### src/rtl/core/pcs_pkg.sv
`timescale 1ns / 1ps
// Shared types, codes and helpers of the PID controller step block.
// No dependencies.
package pcs_pkg;

  localparam int CFG_INDEX_W = 4;
  localparam int DIV_STEPS   = 64;
  localparam int DIV_CNT_W   = $clog2(DIV_STEPS);

  localparam logic [CFG_INDEX_W-1:0] CFG_GAIN_P       = 4'd0;
  localparam logic [CFG_INDEX_W-1:0] CFG_GAIN_I       = 4'd1;
  localparam logic [CFG_INDEX_W-1:0] CFG_GAIN_D       = 4'd2;
  localparam logic [CFG_INDEX_W-1:0] CFG_GAIN_FF      = 4'd3;
  localparam logic [CFG_INDEX_W-1:0] CFG_INTEGRAL_CAP = 4'd4;
  localparam logic [CFG_INDEX_W-1:0] CFG_DEAD_ZONE    = 4'd5;
  localparam logic [CFG_INDEX_W-1:0] CFG_FILTER_RC    = 4'd6;
  localparam logic [CFG_INDEX_W-1:0] CFG_VARY_BAND    = 4'd7;

  localparam logic [63:0] VARY_BAND_RESET = 64'd16777216;

  typedef struct packed {
    logic signed [31:0] target;
    logic signed [31:0] sensed;
    logic        [30:0] step_time;
    logic signed [31:0] ff_value;
  } in_item_t;

  typedef struct packed {
    logic signed [25:0] drive;
    logic               in_dead_zone;
  } out_item_t;

  typedef enum logic [1:0] {
    VR_KEEP,
    VR_SCALE,
    VR_ZERO
  } vr_mode_t;

  typedef enum logic [4:0] {
    OP_NONE,
    OP_LOAD,
    OP_DEAD,
    OP_MUL_P,
    OP_GET_P,
    OP_MUL_I,
    OP_GET_I,
    OP_ZERO_INC,
    OP_MUL_VR,
    OP_DIV_VR,
    OP_GET_VR,
    OP_INT_A,
    OP_INT_B,
    OP_ZERO_D,
    OP_MUL_D,
    OP_DIV_D,
    OP_GET_D,
    OP_MUL_F1,
    OP_MUL_F2,
    OP_DIV_F,
    OP_GET_F,
    OP_MUL_FF,
    OP_GET_FF,
    OP_FINISH
  } dp_op_t;

  typedef enum logic [4:0] {
    S_IDLE,
    S_CHECK,
    S_MUL_P,
    S_GET_P,
    S_MUL_I,
    S_GET_I,
    S_VR,
    S_DIV_VR,
    S_WAIT_VR,
    S_INT_A,
    S_INT_B,
    S_MUL_D,
    S_DIV_D,
    S_WAIT_D,
    S_FILT1,
    S_FILT2,
    S_DIV_F,
    S_WAIT_F,
    S_MUL_FF,
    S_GET_FF,
    S_FIN,
    S_DEAD
  } ctrl_state_t;

  typedef struct packed {
    dp_op_t op;
  } dp_cmd_t;

  typedef struct packed {
    logic     deadband;
    vr_mode_t vr_mode;
    logic     dt_zero;
    logic     rc_zero;
    logic     div_done;
  } dp_status_t;

  function automatic logic signed [31:0] sat32(input logic signed [65:0] v);
    if (v > 66'sd2147483647) begin
      return 32'sh7fffffff;
    end else if (v < -66'sd2147483648) begin
      return 32'sh80000000;
    end else begin
      return v[31:0];
    end
  endfunction

endpackage

### src/rtl/core/pcs_ctrl.sv
`timescale 1ns / 1ps
// Sequencer of the PID step: issues datapath commands, owns the handshakes.
// Uses pcs_pkg.
module pcs_ctrl
  import pcs_pkg::*;
(
  input  logic       clk,
  input  logic       rst,
  input  logic       in_valid,
  output logic       in_ready,
  output logic       out_valid,
  input  logic       out_ready,
  input  dp_status_t status,
  output dp_cmd_t    cmd
);

  ctrl_state_t state, state_next;
  logic        slot_free;
  logic        fire;

  assign slot_free = !out_valid || out_ready;
  assign in_ready  = (state == S_IDLE);

  always_ff @(posedge clk) begin
    if (rst) begin
      state     <= S_IDLE;
      out_valid <= 1'b0;
    end else begin
      state     <= state_next;
      out_valid <= fire || (out_valid && !out_ready);
    end
  end

  always_comb begin
    state_next = state;
    unique case (state)
      S_IDLE:    if (in_valid) state_next = S_CHECK;
      S_CHECK:   state_next = status.deadband ? S_DEAD : S_MUL_P;
      S_MUL_P:   state_next = S_GET_P;
      S_GET_P:   state_next = S_MUL_I;
      S_MUL_I:   state_next = S_GET_I;
      S_GET_I:   state_next = S_VR;
      S_VR:      state_next = (status.vr_mode == VR_SCALE) ? S_DIV_VR : S_INT_A;
      S_DIV_VR:  state_next = S_WAIT_VR;
      S_WAIT_VR: if (status.div_done) state_next = S_INT_A;
      S_INT_A:   state_next = S_INT_B;
      S_INT_B:   state_next = S_MUL_D;
      S_MUL_D: begin
        if (!status.dt_zero) begin
          state_next = S_DIV_D;
        end else begin
          state_next = status.rc_zero ? S_MUL_FF : S_FILT1;
        end
      end
      S_DIV_D:   state_next = S_WAIT_D;
      S_WAIT_D:  if (status.div_done) state_next = status.rc_zero ? S_MUL_FF : S_FILT1;
      S_FILT1:   state_next = S_FILT2;
      S_FILT2:   state_next = S_DIV_F;
      S_DIV_F:   state_next = S_WAIT_F;
      S_WAIT_F:  if (status.div_done) state_next = S_MUL_FF;
      S_MUL_FF:  state_next = S_GET_FF;
      S_GET_FF:  state_next = S_FIN;
      S_FIN:     if (slot_free) state_next = S_IDLE;
      S_DEAD:    if (slot_free) state_next = S_IDLE;
      default:   state_next = S_IDLE;
    endcase
  end

  always_comb begin
    cmd.op = OP_NONE;
    fire   = 1'b0;
    unique case (state)
      S_IDLE:    if (in_valid) cmd.op = OP_LOAD;
      S_CHECK:   cmd.op = OP_NONE;
      S_MUL_P:   cmd.op = OP_MUL_P;
      S_GET_P:   cmd.op = OP_GET_P;
      S_MUL_I:   cmd.op = OP_MUL_I;
      S_GET_I:   cmd.op = OP_GET_I;
      S_VR: begin
        unique case (status.vr_mode)
          VR_SCALE: cmd.op = OP_MUL_VR;
          VR_ZERO:  cmd.op = OP_ZERO_INC;
          default:  cmd.op = OP_NONE;
        endcase
      end
      S_DIV_VR:  cmd.op = OP_DIV_VR;
      S_WAIT_VR: if (status.div_done) cmd.op = OP_GET_VR;
      S_INT_A:   cmd.op = OP_INT_A;
      S_INT_B:   cmd.op = OP_INT_B;
      S_MUL_D:   cmd.op = status.dt_zero ? OP_ZERO_D : OP_MUL_D;
      S_DIV_D:   cmd.op = OP_DIV_D;
      S_WAIT_D:  if (status.div_done) cmd.op = OP_GET_D;
      S_FILT1:   cmd.op = OP_MUL_F1;
      S_FILT2:   cmd.op = OP_MUL_F2;
      S_DIV_F:   cmd.op = OP_DIV_F;
      S_WAIT_F:  if (status.div_done) cmd.op = OP_GET_F;
      S_MUL_FF:  cmd.op = OP_MUL_FF;
      S_GET_FF:  cmd.op = OP_GET_FF;
      S_FIN: begin
        if (slot_free) begin
          cmd.op = OP_FINISH;
          fire   = 1'b1;
        end
      end
      S_DEAD: begin
        if (slot_free) begin
          cmd.op = OP_DEAD;
          fire   = 1'b1;
        end
      end
      default:   cmd.op = OP_NONE;
    endcase
  end

endmodule

### config.mk
export PLATFORM = sky130hd
export DESIGN_NAME = pcs_ctrl
export DESIGN_NICKNAME = d
export VERILOG_FILES = /design/src/rtl/core/pcs_pkg.sv /design/src/rtl/core/pcs_ctrl.sv
export SDC_FILE = /design/constraint.sdc
export NUM_CORES = 1
export LEC_CHECK = 0
export BUFFER_PORTS_ARGS = -buffer_cell sky130_fd_sc_hd__buf_2
export CORE_MARGIN = 2
export CORE_UTILIZATION = 45
export DETAILED_ROUTE_END_ITERATION = 7
export PLACE_DENSITY = 0.67
export SYNTH_ARGS = -nofsm -noshare
export SYNTH_HDL_FRONTEND = slang
export SYNTH_SLANG_ARGS = --single-unit
### constraint.sdc
create_clock -name clk -period 3.8 [get_ports clk]
set_input_delay 0 -clock clk [delete_from_list [all_inputs] [get_ports clk]]
set_output_delay 0 -clock clk [all_outputs]
set_load 0.005 [all_outputs]
# Word level (Yosys, flattened, before mapping)
# Index checks and enable logic that the tools add are counted.
[totals]
ff_bits = 6
inputBits = 10
output_inout_bits = 7
wordCells = 59
[op_classes]
n_eq_ne = 28
mux = 21
reduce_logical = 8
[ops]
columns = ["op", "n"]
rows = [
  ["$pmux 5 s21", 2],
  ["$mux 5", 11],
  ["$eq 5x4->1 const B", 8],
  ["$eq 5x5->1 const B", 6],
  ["$eq 5x3->1 const B", 4],
  ["$eq 5x2->1 const B", 2],
  ["$mux 4", 2],
  ["$ne 2x2->1 const B", 4],
  ["$pmux 4 s2", 1],
  ["$eq 5x1->1 const B", 1],
  ["$logic_not 5->1", 1],
  ["$reduce_and 5->1", 1],
  ["$mux 2", 2],
  ["$mux 1", 3],
  ["$eq 2x1->1 const B", 1],
  ["$eq 2x2->1 const B", 1],
  ["$logic_not 1->1", 2],
  ["$logic_or 1x1->1", 2],
  ["$ne 2x1->1 const B", 1],
  ["$reduce_or 2->1", 1],
  ["$logic_and 1x1->1", 1],
]

# Longest topological paths before layout
# Gate-level depths: netlist of run 1.
[depth]
word_depth = 5
depth_mapped = 7
depth_no_buf = 5

# Worst setup path before layout of run 1
# OpenSTA, ideal clock, no wires.
[synth_timing]
path_type = "register to register"
startpoint = "reg state[3]"
endpoint = "reg state[0]"
setup_time_ns = 0.114
arrival_ns = 1.242
required_ns = 3.686
setup_slack_ns = 2.443
stages_incl_launch_ff = 7
path_buffers = 1
synth_period_minus_slack_ns = 1.357
path_cell_list = "dfxtp_1 -> buf_6 -> nand4bb_1 -> o2bb2a_4 -> o31ai_4 -> mux2i_1 -> nor2_1"
[synth_via]
elab_chain_cells = 4
word_cells_on_any_way = 30
cone_classes = "eq/ne: 26; mux: 1; reduce/logical: 3"
[synth_rtl]
columns = ["element", "line_no", "source"]
rows = [
  ["from (decl)", "pcs_ctrl.sv:17", "ctrl_state_t state, state_next;"],
  ["from (signal assigned)", "pcs_ctrl.sv:29", "state <= state_next;"],
  ["$eq 5x5->1", "pcs_ctrl.sv:36", "unique case (state)"],
  ["$reduce_or 2->1 (no line)", "-", ""],
  ["$ne 2x1->1 (no line)", "-", ""],
  ["$reduce_and 5->1 (no line)", "-", ""],
]
# Parallel ways exist; a longest one is shown, timed or not.
# A chain may end at the register's enable or synchronous reset.

# Worst setup path in the final report of run 1
[layout_timing]
startpoint = "reg state[3]"
endpoint = "reg state[4]"
# Same word-level chain as after synthesis.

==> results of run 1 <==
-- state kept, by name, summed over array words and instances, names as in the netlist --
register / count
state: 5
out_valid: 1
-- worst paths after layout --
path                                       startpoint  depth (start not counted)  slack, ps                    end
worst min-delay path                              rst                          2         20   out_valid$_SDFF_PP0_
worst min register to register   out_valid$_SDFF_PP0_                          2        530   out_valid$_SDFF_PP0_
worst max-delay path            state[3]$_SDFFE_PP0P_                          5       1660  state[4]$_SDFFE_PP0P_
worst max register to register  state[3]$_SDFFE_PP0P_                          5       1660  state[4]$_SDFFE_PP0P_
-- stage by stage --
stage	cells	hold slack, ps	cell area [um^2]
after global routing	155	43.0	917
after floorplan	122	69.1	862
final	155	16.6	917
after CTS	155	11.4	917
after global placement	152	257	895
after detailed placement	152	278	895
-- power breakdown --
| part | switching [W] | internal, W |
|---|---|---|
| Sequential | 0.000116 | 0.0000832 |
| Combinational | 0.000214 | 0.000210 |
| Clock | 0.0000246 | 0.0000358 |
-- layer usage --
metal | part of all wire | wire, um | up-vias | GRT usage
li1 | - | - | 475 | -
met1 | 0.47 | 1010 | 418 | 0.286
met2 | 0.47 | 1010 | 37 | 0.344
met3 | 0.057 | 123 | 0 | 0.0453
met4 | 0 | 0 | 0 | 0.0162
met5 | 0 | 0 | - | 0
-- final cells by class --
cell class / count / area (um^2) / share of cell area
Multi-Input combinational cell: 101 / 648 / 0.707
Sequential cell: 6 / 120 / 0.131
Clock buffer: 3 / 22.5 / 0.0246
Inverter: 4 / 15.0 / 0.0164
Timing Repair Buffer: 16 / 80.1 / 0.0873
Tap cell: 25 / 31.3 / 0.0341
-- placed cells by master, fill, tap and decap left out, drive strengths merged, types with 4 or more instances in the layout --
master,count
nand2,12
buf,16
o21ai,10
nor2b,7
inv,4
nor2,13
dfxtp,6
nand3,5
a21oi,10
-- worst reg2reg max path: stages, from the launching register on --
cell                      delay (ps)
sky130_fd_sc_hd__dfxtp_1         740
sky130_fd_sc_hd__nor2b_1         490
sky130_fd_sc_hd__a32oi_1         170
sky130_fd_sc_hd__o31ai_4         340
sky130_fd_sc_hd__mux2i_1         230
sky130_fd_sc_hd__nor2_1           50
-- kinds of logic (layout without fill, tap and decap cells) --
| family | after synthesis | count (layout) | share of synthesized area |
|---|---|---|---|
| AOI/OAI and AO/OA | 44 | 44 | 0.379 |
| xor gates and xnor gates | 1 | 1 | 0.0102 |
| buffers and inverters | 15 | 23 | 0.109 |
| DFF | 6 | 6 | 0.139 |
| muxes | 3 | 3 | 0.0348 |
| and+or+nand+nor | 53 | 53 | 0.328 |
==> results.md, run 1 <==
Timing:
- The relative slew slack is 0.437.
- The final number of hold-violating endpoints is 0.
- The minimum clock period is 2140 ps.
- After layout, the worst setup slack is 1660 ps.
- Timing would allow up to 0.466 GHz.
- At the pin with the least slew margin, the transition time is 844 ps.
- The clock arrives with 7.53 ps of skew.
- The final setup violation count is 0.
- Setup repair after global routing left no endpoint under its margin.
- The count of final max-slew check failures is 0.
- The share of the clock period used by the worst path after layout is 0.564.
- Setup total negative slack on the finished layout was measured at 0 ps.

Drt:
- The number of vias per cell after detailed routing is 6.00.
- The via count is 930.
- The final layout contains routed wiring with a total length of 2140 um.
- The number of nets still failing antenna checks after routing is 0.
- The pre-antenna-repair detailed-routing pass consisted of 4 iterations.
- The first routing iteration left 27 violations.
- For this run, design rule violations remaining after detail routing come to 0.
- In the final routed layout, each cell accounts on average for 13.8 um.

CTS:
- The sink count of the clock tree is 6.
- The post-CTS setup buffer count is 0.
- At the later pin of the worst-skew pair, clock insertion delay measures 240 ps.
- The H-tree depth reported by CTS is 1.
- After clock tree synthesis, the clock-pin slew on the worst setup and hold paths is 50 ps.
- TritonCTS built the clock tree.
- The hold-fix buffer count after cts is 0.
- Gates resized during post-CTS repair numbered 0.
- Clock tree synthesis inserted a total of 3 buffers.
- The CTS root buffer is sky130_fd_sc_hd__clkbuf_4.
- The clock tree buffer depth is 2.

Layout:
- Fill cells in the final layout number 191.
- At the end of the flow the core is filled with cells to 0.520.
- The area growth from synthesis to layout is 6.39%.
- Of the cells placed in the final design, the portion with a size suffix greater than 1 is 0.192.
- The antenna diode count is 0.
- The final layout contains 142 nets.

Placed design:
- The weighted congestion at the end of routability-driven global placement is 0.931.
- The detailed placer's ending HPWL is 1570 um.
- The setup slack at placement is 1700 ps.
- The count of input and output buffers is 16.

GRT:
- Summed over all layers, the global routing overflow is 0.
- Across every metal layer, demand over resource in global routing totals 0.207.
- The number of global-route vias before repair is 769.
- The number of antenna violations at the first check in global routing is 0.
- The largest net degree at the start of global routing is 26.
- The first-pass GRT wire length is 3420 um.

Synthesis:
- After synthesis, the cell types taking the most area are sky130_fd_sc_hd__dfxtp_1 14%, sky130_fd_sc_hd__a21oi_1 5.8%, sky130_fd_sc_hd__o21ai_0 5.8%.
- The most common cell in the synthesized netlist is sky130_fd_sc_hd__nor2_1.
- The post-synthesis net count is 132.
- By count the netlist is led by 13 x sky130_fd_sc_hd__nor2_1, 12 x sky130_fd_sc_hd__nand2_1, 10 x sky130_fd_sc_hd__a21oi_1, 10 x sky130_fd_sc_hd__o21ai_0.
- For this run, the leading register cell type out of synthesis is sky130_fd_sc_hd__dfxtp_1.
- The Yosys step of the flow raised 0 warnings.
- A synthesized cell averages 7.07 um^2.
- Counting flops and latches in the post-synthesis netlist gives 6.
- The fraction of synthesized cell area taken by the top area cell type is 0.139.
- The cell taking the most area after synthesis is sky130_fd_sc_hd__dfxtp_1.
- The async set-reset flop share out of synthesis is 0.
- The synthesized design contains 0 enable-type register cells.
- The cell count after synthesis is 122.
- The number of different library cells in the post-synthesis netlist is 42.
- The post-synthesis instance area is 862 um^2.
- The sequential share of the synthesized area is 0.139.

Pwr:
- Summing internal, switching and leakage power gives 0.000684 W.
- Power spread over the standard cell area amounts to 746 nW/um^2.
- The peak supply drop is 0.000441 V.
- Summed over all cells, the static leakage comes to 0.342 nW.

Min path:
- The class of the tightest hold or removal check is primary input to flop.

Setup path:
- In this run the worst path has a maximum fanout of 20.
- The worst setup path is launched from a flop.
- The worst endpoint required time is 3930 ps.
- The worst path buffer plus inverter count is 0.
- The slowest stage of the critical path belongs to the cell sky130_fd_sc_hd__dfxtp_1.
- The kind of cell adding the most delay to the critical path is flip-flops.
- In this design, the stage delay of the slowest critical-path cell is 740 ps.
- Data on the critical path arrives at its endpoint at 2270 ps.
- Walking the worst path, the cells encountered are nor2b_1, a32oi_1, o31ai_4, mux2i_1, nor2_1.
- The nature of the critical path endpoint is a flop.
- The critical path is of the flop to flop type.

Floorplanning:
- The floorplan core area is 1760 um^2.
- The height of the die is 47.8 um.
- After floorplanning, the core was divided into 15 placement rows.
- The I/O pin count is 17.
- The floorplan step defined a die boundary enclosing 2280 um^2.
- The starting density of the core is 0.489.
- The die width is 47.8 um.

Run status:
- The flow ran to the end, and the final reports show no timing, DRC or antenna violations.

Run:
- The max-capacitance violation count is 0.
Note: power is estimated with default switching activity, not from simulation.
==> run 2: changes to the inputs <==
==> constraint.sdc (replaced) <==
create_clock -name clk -period 2.1 [get_ports clk]
set_input_delay 0 -clock clk [delete_from_list [all_inputs] [get_ports clk]]
set_output_delay 0 -clock clk [all_outputs]
set_load 0.005 [all_outputs]
==> run 2 against run 1 <==
Non-clock buffer count up 8; sequential power up 31%; design area increased by 6.5%; combinational power up 120%; final cell count up 5.2%; clock power grew 77%; critical endpoint is now cmd[0]; critical path depth rose by 2; sequential share of layout area fell by 0.80 points; worst hold slack better by 0.63 ps; clock skew decreased by 6.6 ps; total power increased by 93%; clock-buffer cell count is the same.
==> results.md, run 2 (same netlist as run 1, synthesis figures left out) <==
Timing:
- The worst setup skew after layout came to 0.935 ps (was 7.53 ps).
- The relative slew slack is 0.588 (was 0.437).
- The final number of hold-violating endpoints is 0 (unchanged).
- The final setup violation count is 0 (unchanged).
- The maximum achievable frequency is 0.536 GHz.
- The slew at the pin closest to its max-slew limit is 617 ps (was 844 ps).
- Dividing the final minimum period by the clock period gives 0.888.
- After layout, the minimum clock period comes to 1860 ps.
- The setup total negative slack is 0 ps (unchanged).
- The worst hold margin is 17.2 ps (was 16.6 ps).
- The count of final max-slew check failures came to 0 (unchanged).
- Unrepaired setup endpoints after global routing: false (unchanged).

GRT:
- The number of global-route vias before repair was 859 (was 769).
- The global-route usage over all layers is 0.222 (was 0.207).
- The final global-route overflow total is 0 (unchanged).
- The first-pass GRT wire length is 3710 um (was 3420 um).
- The largest net degree at the start of global routing is 22 (was 26).
- The number of antenna violations at the first check in global routing is 0 (unchanged).

Layout:
- The number of flip-flops in the largest register is 5 (unchanged).
- Most frequent cells in the layout: 16 x sky130_fd_sc_hd__buf_2, 13 x sky130_fd_sc_hd__nor2_1, 12 x sky130_fd_sc_hd__nand2_1 (unchanged).
- Largest registers ranked by flip-flop count: state (5), out_valid (1) (unchanged).
- The commonest non-fill, non-tap cell in the layout is sky130_fd_sc_hd__buf_2 (unchanged).
- The top register by number of flip-flops is state (unchanged).
- The share of post-route cells with drive strength above 1 is 0.239 (was 0.192).
- The final net count came to 150 (was 142).
- The layout-stage area growth over the synthesis result is 13.4% (was 6.39%).
- The antenna diode count is 0 (unchanged).
- The post-layout instance count excluding filler cells is 163 (was 155).

Pwr:
- The share of total power in sequential cells came to 0.197 (was 0.291).
- The switching power as a share of total power was 0.500 (was 0.518).
- The clock network fraction of total power is 0.081 (was 0.088).
- The relative contribution of combinational cells to total power was 0.722 (was 0.621).
- The leakage dissipation was 0.384 nW (was 0.342 nW).
- The power spent charging and discharging nets came to 0.000661 W (was 0.000355 W).
- The power density relative to cell area was 1350 nW/um^2 (was 746 nW/um^2).
- The internal cell power is 0.000661 W (was 0.000330 W).
- The peak supply drop came to 0.000674 V (was 0.000441 V).

Setup path:
- Cell-by-cell trace of the critical path: buf_4, nor2b_1, o32a_1, nand2_1, a21oi_1, nand2_1, buf_2 (was nor2b_1, a32oi_1, o31ai_4, mux2i_1, nor2_1).
- The nature of the critical path endpoint was a primary output (was flop).
- The type of the worst setup path is flop to primary output (was flop to flop).
- The highest net fanout along the worst path came to 12 (was 20).
- The worst endpoint required time came to 2100 ps (was 3930 ps).
- The kind of cell adding the most delay to the critical path was flip-flops (unchanged).
- The standard cell with the maximum stage delay on the critical path is sky130_fd_sc_hd__dfxtp_1 (unchanged).
- By instance count, the cell type seen most on the critical path is sky130_fd_sc_hd__nand2_1.
- The biggest cell delay along the critical path is 570 ps (was 740 ps).
- The sort of element at the start of the critical path is a flop (unchanged).
- The data arrival time of the worst path is 1860 ps (was 2270 ps).
- The worst path buffer plus inverter count is 2 (was 0).

CTS:
- The worst-skew pair later-pin latency is 240 ps (about the same).
- The clock tree buffer depth is 2 (unchanged).
- The CTS tree is yes (unchanged).
- The H-tree depth reported by CTS was 1 (unchanged).
- The clock transition time at the flip-flop clock pins of the worst setup and hold paths is 50 ps (about the same).
- The number of buffers inserted during clock tree synthesis is 3 (unchanged).
- The post-CTS setup buffer count is 0 (unchanged).
- The sink count of the clock tree is 6 (unchanged).
- The number of gates resized after CTS is 0 (unchanged).
- The CTS root buffer was sky130_fd_sc_hd__clkbuf_4 (unchanged).
- The hold-fix buffer count after cts was 0 (unchanged).

Run:
- The max-capacitance violation count is 0 (unchanged).

Placed design:
- The count of input and output buffers came to 16 (unchanged).
- The post-placement cell count is 160 (was 152).
- The weighted congestion at the end of routability-driven global placement is 0.924 (was 0.931).
- The detailed placer's ending HPWL was 1740 um (was 1570 um).

Drt:
- The via count was 989 (was 930).
- The routed wire length per instance was 13.8 um (about the same).
- The length of the first detailed-routing pass in iterations came to 4 (unchanged).
- The count of routing violations after the opening detailed-route iteration came to 35 (was 27).
- The DRC violation count after routing came to 0 (unchanged).
- The number of vias per cell after detailed routing came to 6.07 (was 6.00).
- The number of nets still failing antenna checks after routing is 0 (unchanged).
- The wire length reported by the detailed router is 2250 um (was 2140 um).

Floorplanning:
- The floorplan core area was 1760 um^2 (unchanged).
- The starting density of the core is 0.489 (unchanged).
- The die width was 47.8 um (unchanged).
- The area enclosed by the die boundary is 2280 um^2 (unchanged).
- The standard-cell row count is 15 (unchanged).
- The I/O pin count is 17 (unchanged).
- The height of the die came to 47.8 um (unchanged).

Min path:
- The class of the tightest hold or removal check is primary input to flop (unchanged).

Run status:
- Status: finished, final reports clean (unchanged).
[run 2: cell count changes in the layout (fill, tap and decap cells not counted)]
cell,delta
sky130_fd_sc_hd__buf_4,+8
[run 2: final cells by class]
type	instances	area, um^2
timing repair buffer	24	140
multi-input combinational	101	648
inverter	4	15.0
sequential	6	120
tap	25	31.3
fill	179	787
clock buffer	3	22.5
[run 2: per-layer routing]
metal / GRT usage / wire, um
met1: 0.302 / 1020
met2: 0.379 / 1090
met3: 0.0566 / 144
met4: 0 / 0
met5: 0 / 0
[run 2: worst register-to-register path, stage by stage, from the launching register on]
cell and delay (ps):
sky130_fd_sc_hd__dfxtp_1 710, sky130_fd_sc_hd__nand4bb_1 280, sky130_fd_sc_hd__o2bb2a_4 290, sky130_fd_sc_hd__o31ai_4 90, sky130_fd_sc_hd__mux2i_1 230, sky130_fd_sc_hd__nor2_1 60
[run 2: per-stage QoR]
step	utilization	worst slack, ps	power (W)	area [um^2]
after floorplan	-	743	0.000976	862
after global placement	0.541	381	0.00119	955
after detailed placement	0.541	384	0.00121	955
after CTS	0.554	257	0.00132	977
after global routing	0.554	114	0.00145	977
final	0.554	236	0.00132	977
[run 2: power by group through the flow]
stage               Sequential [W]  Clock (W)  Combinational (W)
floorplan                 0.000190          0           0.000786
global placement          0.000261          0           0.000932
detailed placement        0.000260          0           0.000946
CTS                       0.000255   0.000109           0.000951
global route              0.000272   0.000118            0.00106
finish                    0.000261   0.000107           0.000954
[run 2: path summary, 6_finish.rpt]
kind                    startpoint                     to  slack [ps]  cells after the start
min reg2reg   out_valid$_SDFF_PP0_   out_valid$_SDFF_PP0_         560                      2
max          state[1]$_SDFFE_PP0P_                 cmd[0]         240                      7
min                            rst  state[3]$_SDFFE_PP0P_          20                      2
max reg2reg  state[4]$_SDFFE_PP0P_  state[4]$_SDFFE_PP0P_         340                      5
==> run 3: changes to the inputs <==
--- a/config.mk
+++ b/config.mk
@@ -5,11 +5,11 @@
 export SDC_FILE = /design/constraint.sdc
 export NUM_CORES = 1
 export LEC_CHECK = 0
+export ABC_AREA = 1
 export BUFFER_PORTS_ARGS = -buffer_cell sky130_fd_sc_hd__buf_2
 export CORE_MARGIN = 2
-export CORE_UTILIZATION = 45
+export CORE_UTILIZATION = 40
 export DETAILED_ROUTE_END_ITERATION = 7
-export PLACE_DENSITY = 0.67
 export SYNTH_ARGS = -nofsm -noshare
 export SYNTH_HDL_FRONTEND = slang
 export SYNTH_SLANG_ARGS = --single-unit
==> run 3 against run 2 <==
Combinational power decreased by 32%; non-clock buffer count decreased by 8; setup slack improved by 130 ps; total power decreased by 27%; utilization decreased by 7.7 points; synthesized cell count increased by 20%; routed wire length decreased by 1.7%; critical path type unchanged; largest cell class unchanged; largest power group unchanged; highest routed layer is now met4.
==> results.md, run 3 <==
Run status:
- Status: finished, final reports clean (unchanged).

Layout:
- The number of flip-flops in the largest register is 5 (unchanged).
- The antenna diode count is 0 (unchanged).
- The cell area after layout is 916 um^2 (was 977 um^2).
- The number of fill cells is 224 (was 179).
- The commonest non-fill, non-tap cell in the layout was sky130_fd_sc_hd__nand2_1 (was sky130_fd_sc_hd__buf_2).
- The top register by number of flip-flops is state (unchanged).
- The share of post-route cells with drive strength above 1 is 0.262 (was 0.239).
- The post-layout instance count excluding filler cells is 191 (was 163).
- Largest registers ranked by flip-flop count: state (5), out_valid (1) (unchanged).
- Most frequent cells in the layout: 32 x sky130_fd_sc_hd__nand2_1, 22 x sky130_fd_sc_hd__inv_1, 19 x sky130_fd_sc_hd__nor2_1 (was 16 x sky130_fd_sc_hd__buf_2, 13 x sky130_fd_sc_hd__nor2_1, 12 x sky130_fd_sc_hd__nand2_1).
- The layout-stage area growth over the synthesis result was 15.8% (was 13.4%).
- The final net count came to 176 (was 150).
- The end-of-flow core utilization came to 0.477 (was 0.554).

Synthesis:
- The register bit count reported by yosys was 6 (unchanged).
- The number of synthesized flops with an enable pin is 0 (unchanged).
- The cell taking the most area after synthesis was sky130_fd_sc_hd__dfxtp_1 (unchanged).
- The async set-reset flop share out of synthesis is 0 (unchanged).
- The number of warnings reported in the yosys synthesis log came to 0 (unchanged).
- Leading cell types by count after synthesis: 32 x sky130_fd_sc_hd__nand2_1, 22 x sky130_fd_sc_hd__inv_1, 19 x sky130_fd_sc_hd__nor2_1 (was 13 x sky130_fd_sc_hd__nor2_1, 12 x sky130_fd_sc_hd__nand2_1, 10 x sky130_fd_sc_hd__a21oi_1, 10 x sky130_fd_sc_hd__o21ai_0).
- The cell with the most instances after synthesis is sky130_fd_sc_hd__nand2_1 (was sky130_fd_sc_hd__nor2_1).
- The sequential share of the synthesized area is 0.152 (was 0.139).
- The number of different library cells in the post-synthesis netlist came to 18 (was 42).
- The post-synthesis net count came to 156 (was 132).
- The most used flip-flop cell after synthesis is sky130_fd_sc_hd__dfxtp_1 (unchanged).
- Cells taking the most area after synthesis: sky130_fd_sc_hd__dfxtp_1 15%, sky130_fd_sc_hd__nand2_1 15%, sky130_fd_sc_hd__nand3_1 11% (was sky130_fd_sc_hd__dfxtp_1 14%, sky130_fd_sc_hd__a21oi_1 5.8%, sky130_fd_sc_hd__o21ai_0 5.8%).
- The cell count after synthesis was 146 (was 122).
- The mean instance size in the synthesized netlist is 5.42 um^2 (was 7.07 um^2).
- The fraction of synthesized cell area taken by the top area cell type came to 0.152 (was 0.139).
- The post-synthesis instance area is 791 um^2 (was 862 um^2).

Placed design:
- The count of input and output buffers came to 16 (unchanged).
- The post-placement cell count was 188 (was 160).
- The weighted congestion at the end of routability-driven global placement is 0.934 (was 0.924).
- The standard cell area after detailed placement is 893 um^2 (was 955 um^2).
- The detailed placer's ending HPWL is 1840 um (was 1740 um).

GRT:
- The final global-route overflow total came to 0 (unchanged).
- The largest net degree at the start of global routing is 11 (was 22).
- The number of global-route vias before repair is 879 (was 859).
- The first-pass GRT wire length is 3610 um (was 3710 um).
- The global-route usage over all layers is 0.192 (was 0.222).
- The number of antenna violations at the first check in global routing came to 0 (unchanged).

Setup path:
- The sort of element at the start of the critical path is a flop (unchanged).
- The data arrival time of the worst path is 1730 ps (was 1860 ps).
- The launching point of the worst reg2reg path is state[4]$_SDFFE_PP0P_ (unchanged).
- The setup slack of the most critical reg-to-reg path is 460 ps (was 340 ps).
- The highest net fanout along the worst path came to 7 (was 12).
- The nature of the critical path endpoint is a primary output (unchanged).
- The reg-to-reg endpoint is state[4]$_SDFFE_PP0P_ (unchanged).
- The depth of the worst register-to-register path came to 8 (was 5).
- The type of the worst setup path is flop to primary output (unchanged).
- The worst endpoint required time is 2100 ps (about the same).

Timing:
- The final setup violation count was 0 (unchanged).
- The final number of hold-violating endpoints came to 0 (unchanged).
- Unrepaired setup endpoints after global routing: false (unchanged).
- The worst hold margin is 16.1 ps (was 17.2 ps).
- The slew at the pin closest to its max-slew limit is 383 ps (was 617 ps).
- The relative slew slack is 0.744 (was 0.588).
- The minimum clock period is 1730 ps (was 1860 ps).
- The share of the clock period used by the worst path after layout is 0.826 (was 0.888).
- The worst setup skew after layout is 2.58 ps (was 0.935 ps).
- The setup total negative slack is 0 ps (unchanged).
- The maximum achievable frequency is 0.577 GHz (was 0.536 GHz).
- The count of final max-slew check failures is 0 (unchanged).

CTS:
- The CTS root buffer is sky130_fd_sc_hd__clkbuf_4 (unchanged).
- The number of buffers inserted during clock tree synthesis came to 3 (unchanged).
- The H-tree depth reported by CTS is 1 (unchanged).
- The clock transition time at the flip-flop clock pins of the worst setup and hold paths came to 40 ps (was 50 ps).
- The CTS tree is yes (unchanged).
- The number of gates resized after CTS came to 0 (unchanged).
- The sink count of the clock tree is 6 (unchanged).
- The hold-fix buffer count after cts is 0 (unchanged).
- The post-CTS setup buffer count came to 0 (unchanged).
- The worst-skew pair later-pin latency is 240 ps (about the same).
- The clock tree buffer depth is 2 (unchanged).

Floorplanning:
- The area enclosed by the die boundary is 2350 um^2 (was 2280 um^2).
- The floorplan core area is 1920 um^2 (was 1760 um^2).
- The height of the die is 48.5 um (was 47.8 um).
- The standard-cell row count is 16 (was 15).
- The I/O pin count is 17 (unchanged).
- The die width is 48.5 um (was 47.8 um).
- The starting density of the core was 0.411 (was 0.489).

Drt:
- The number of vias per cell after detailed routing is 5.10 (was 6.07).
- The count of routing violations after the opening detailed-route iteration is 34 (was 35).
- The DRC violation count after routing is 0 (unchanged).
- The number of nets still failing antenna checks after routing is 0 (unchanged).
- The length of the first detailed-routing pass in iterations is 4 (unchanged).
- The routed wire length per instance is 11.6 um (was 13.8 um).
- The via count came to 975 (was 989).
- The wire length reported by the detailed router was 2210 um (was 2250 um).

Pwr:
- The leakage dissipation came to 0.527 nW (was 0.384 nW).
- The power density relative to cell area was 1060 nW/um^2 (was 1350 nW/um^2).
- The peak supply drop is 0.000607 V (was 0.000674 V).

Min path:
- The worst hold path depth came to 2 (unchanged).
- The class of the tightest hold or removal check is primary input to flop (unchanged).
- The destination of the worst hold path is state[2]$_SDFFE_PP0P_ (was state[3]$_SDFFE_PP0P_).
- The launch instance of the worst min-delay path was rst (unchanged).

Run:
- The max-capacitance violation count is 0 (unchanged).
run 3: worst max-delay path by stage:
stage	from	end	slack (ps)
finish	state[2]$_SDFFE_PP0P_	cmd[4]	370
global route	state[2]$_SDFFE_PP0P_	cmd[4]	210
CTS	state[2]$_SDFFE_PP0P_	cmd[4]	370
detailed placement	state[4]$_SDFFE_PP0P_	state[4]$_SDFFE_PP0P_	460
global placement	state[4]$_SDFFE_PP0P_	state[4]$_SDFFE_PP0P_	490
floorplan	state[4]$_SDFFE_PP0P_	state[0]$_SDFFE_PP0P_	840
run 3: area by class of cell:
cell class | instances | area (um^2) | share of cell area
Multi-Input combinational cell | 113 | 559 | 0.611
Sequential cell | 6 | 120 | 0.131
Inverter | 26 | 100 | 0.109
Timing Repair Buffer | 16 | 80.1 | 0.0874
Tap cell | 27 | 33.8 | 0.0369
Clock buffer | 3 | 22.5 | 0.0246
run 3: logic make-up after synthesis:
family          count (synthesis)  share of synthesized area
flops                           6                      0.152
buf+inv                        27                      0.141
simple gates                   96                      0.592
compound gates                 17                      0.116
run 3: power by group:
| group | total [W] | leakage (nW) | internal (W) | switching, W |
|---|---|---|---|---|
| Clock | 0.000103 | 0.0138 | 0.0000645 | 0.0000389 |
| Sequential | 0.000220 | 0.0489 | 0.000145 | 0.0000750 |
| Combinational | 0.000648 | 0.464 | 0.000244 | 0.000404 |
run 3: layer usage:
metal | track usage | wire length (um)
met1 | 0.255 | 1000
met2 | 0.306 | 1050
met3 | 0.0401 | 117
met4 | 0.0714 | 35
met5 | 0 | 0
run 3: through the flow:
stage	worst slack (ps)	power (W)
6_report	366	0.000972
4_1_cts	366	0.000979
2_1_floorplan	844	0.000692
5_1_grt	209	0.00107
3_3_place_gp	489	0.000876
3_5_place_dp	463	0.000872
run 3: worst max-delay path: stages (launching register included):
cell and delay, ps:
sky130_fd_sc_hd__dfxtp_1 430, sky130_fd_sc_hd__inv_1 100, sky130_fd_sc_hd__nor2_2 230, sky130_fd_sc_hd__nand3_1 160, sky130_fd_sc_hd__nor3_1 240, sky130_fd_sc_hd__nor2_1 100, sky130_fd_sc_hd__o211ai_1 90, sky130_fd_sc_hd__buf_2 140
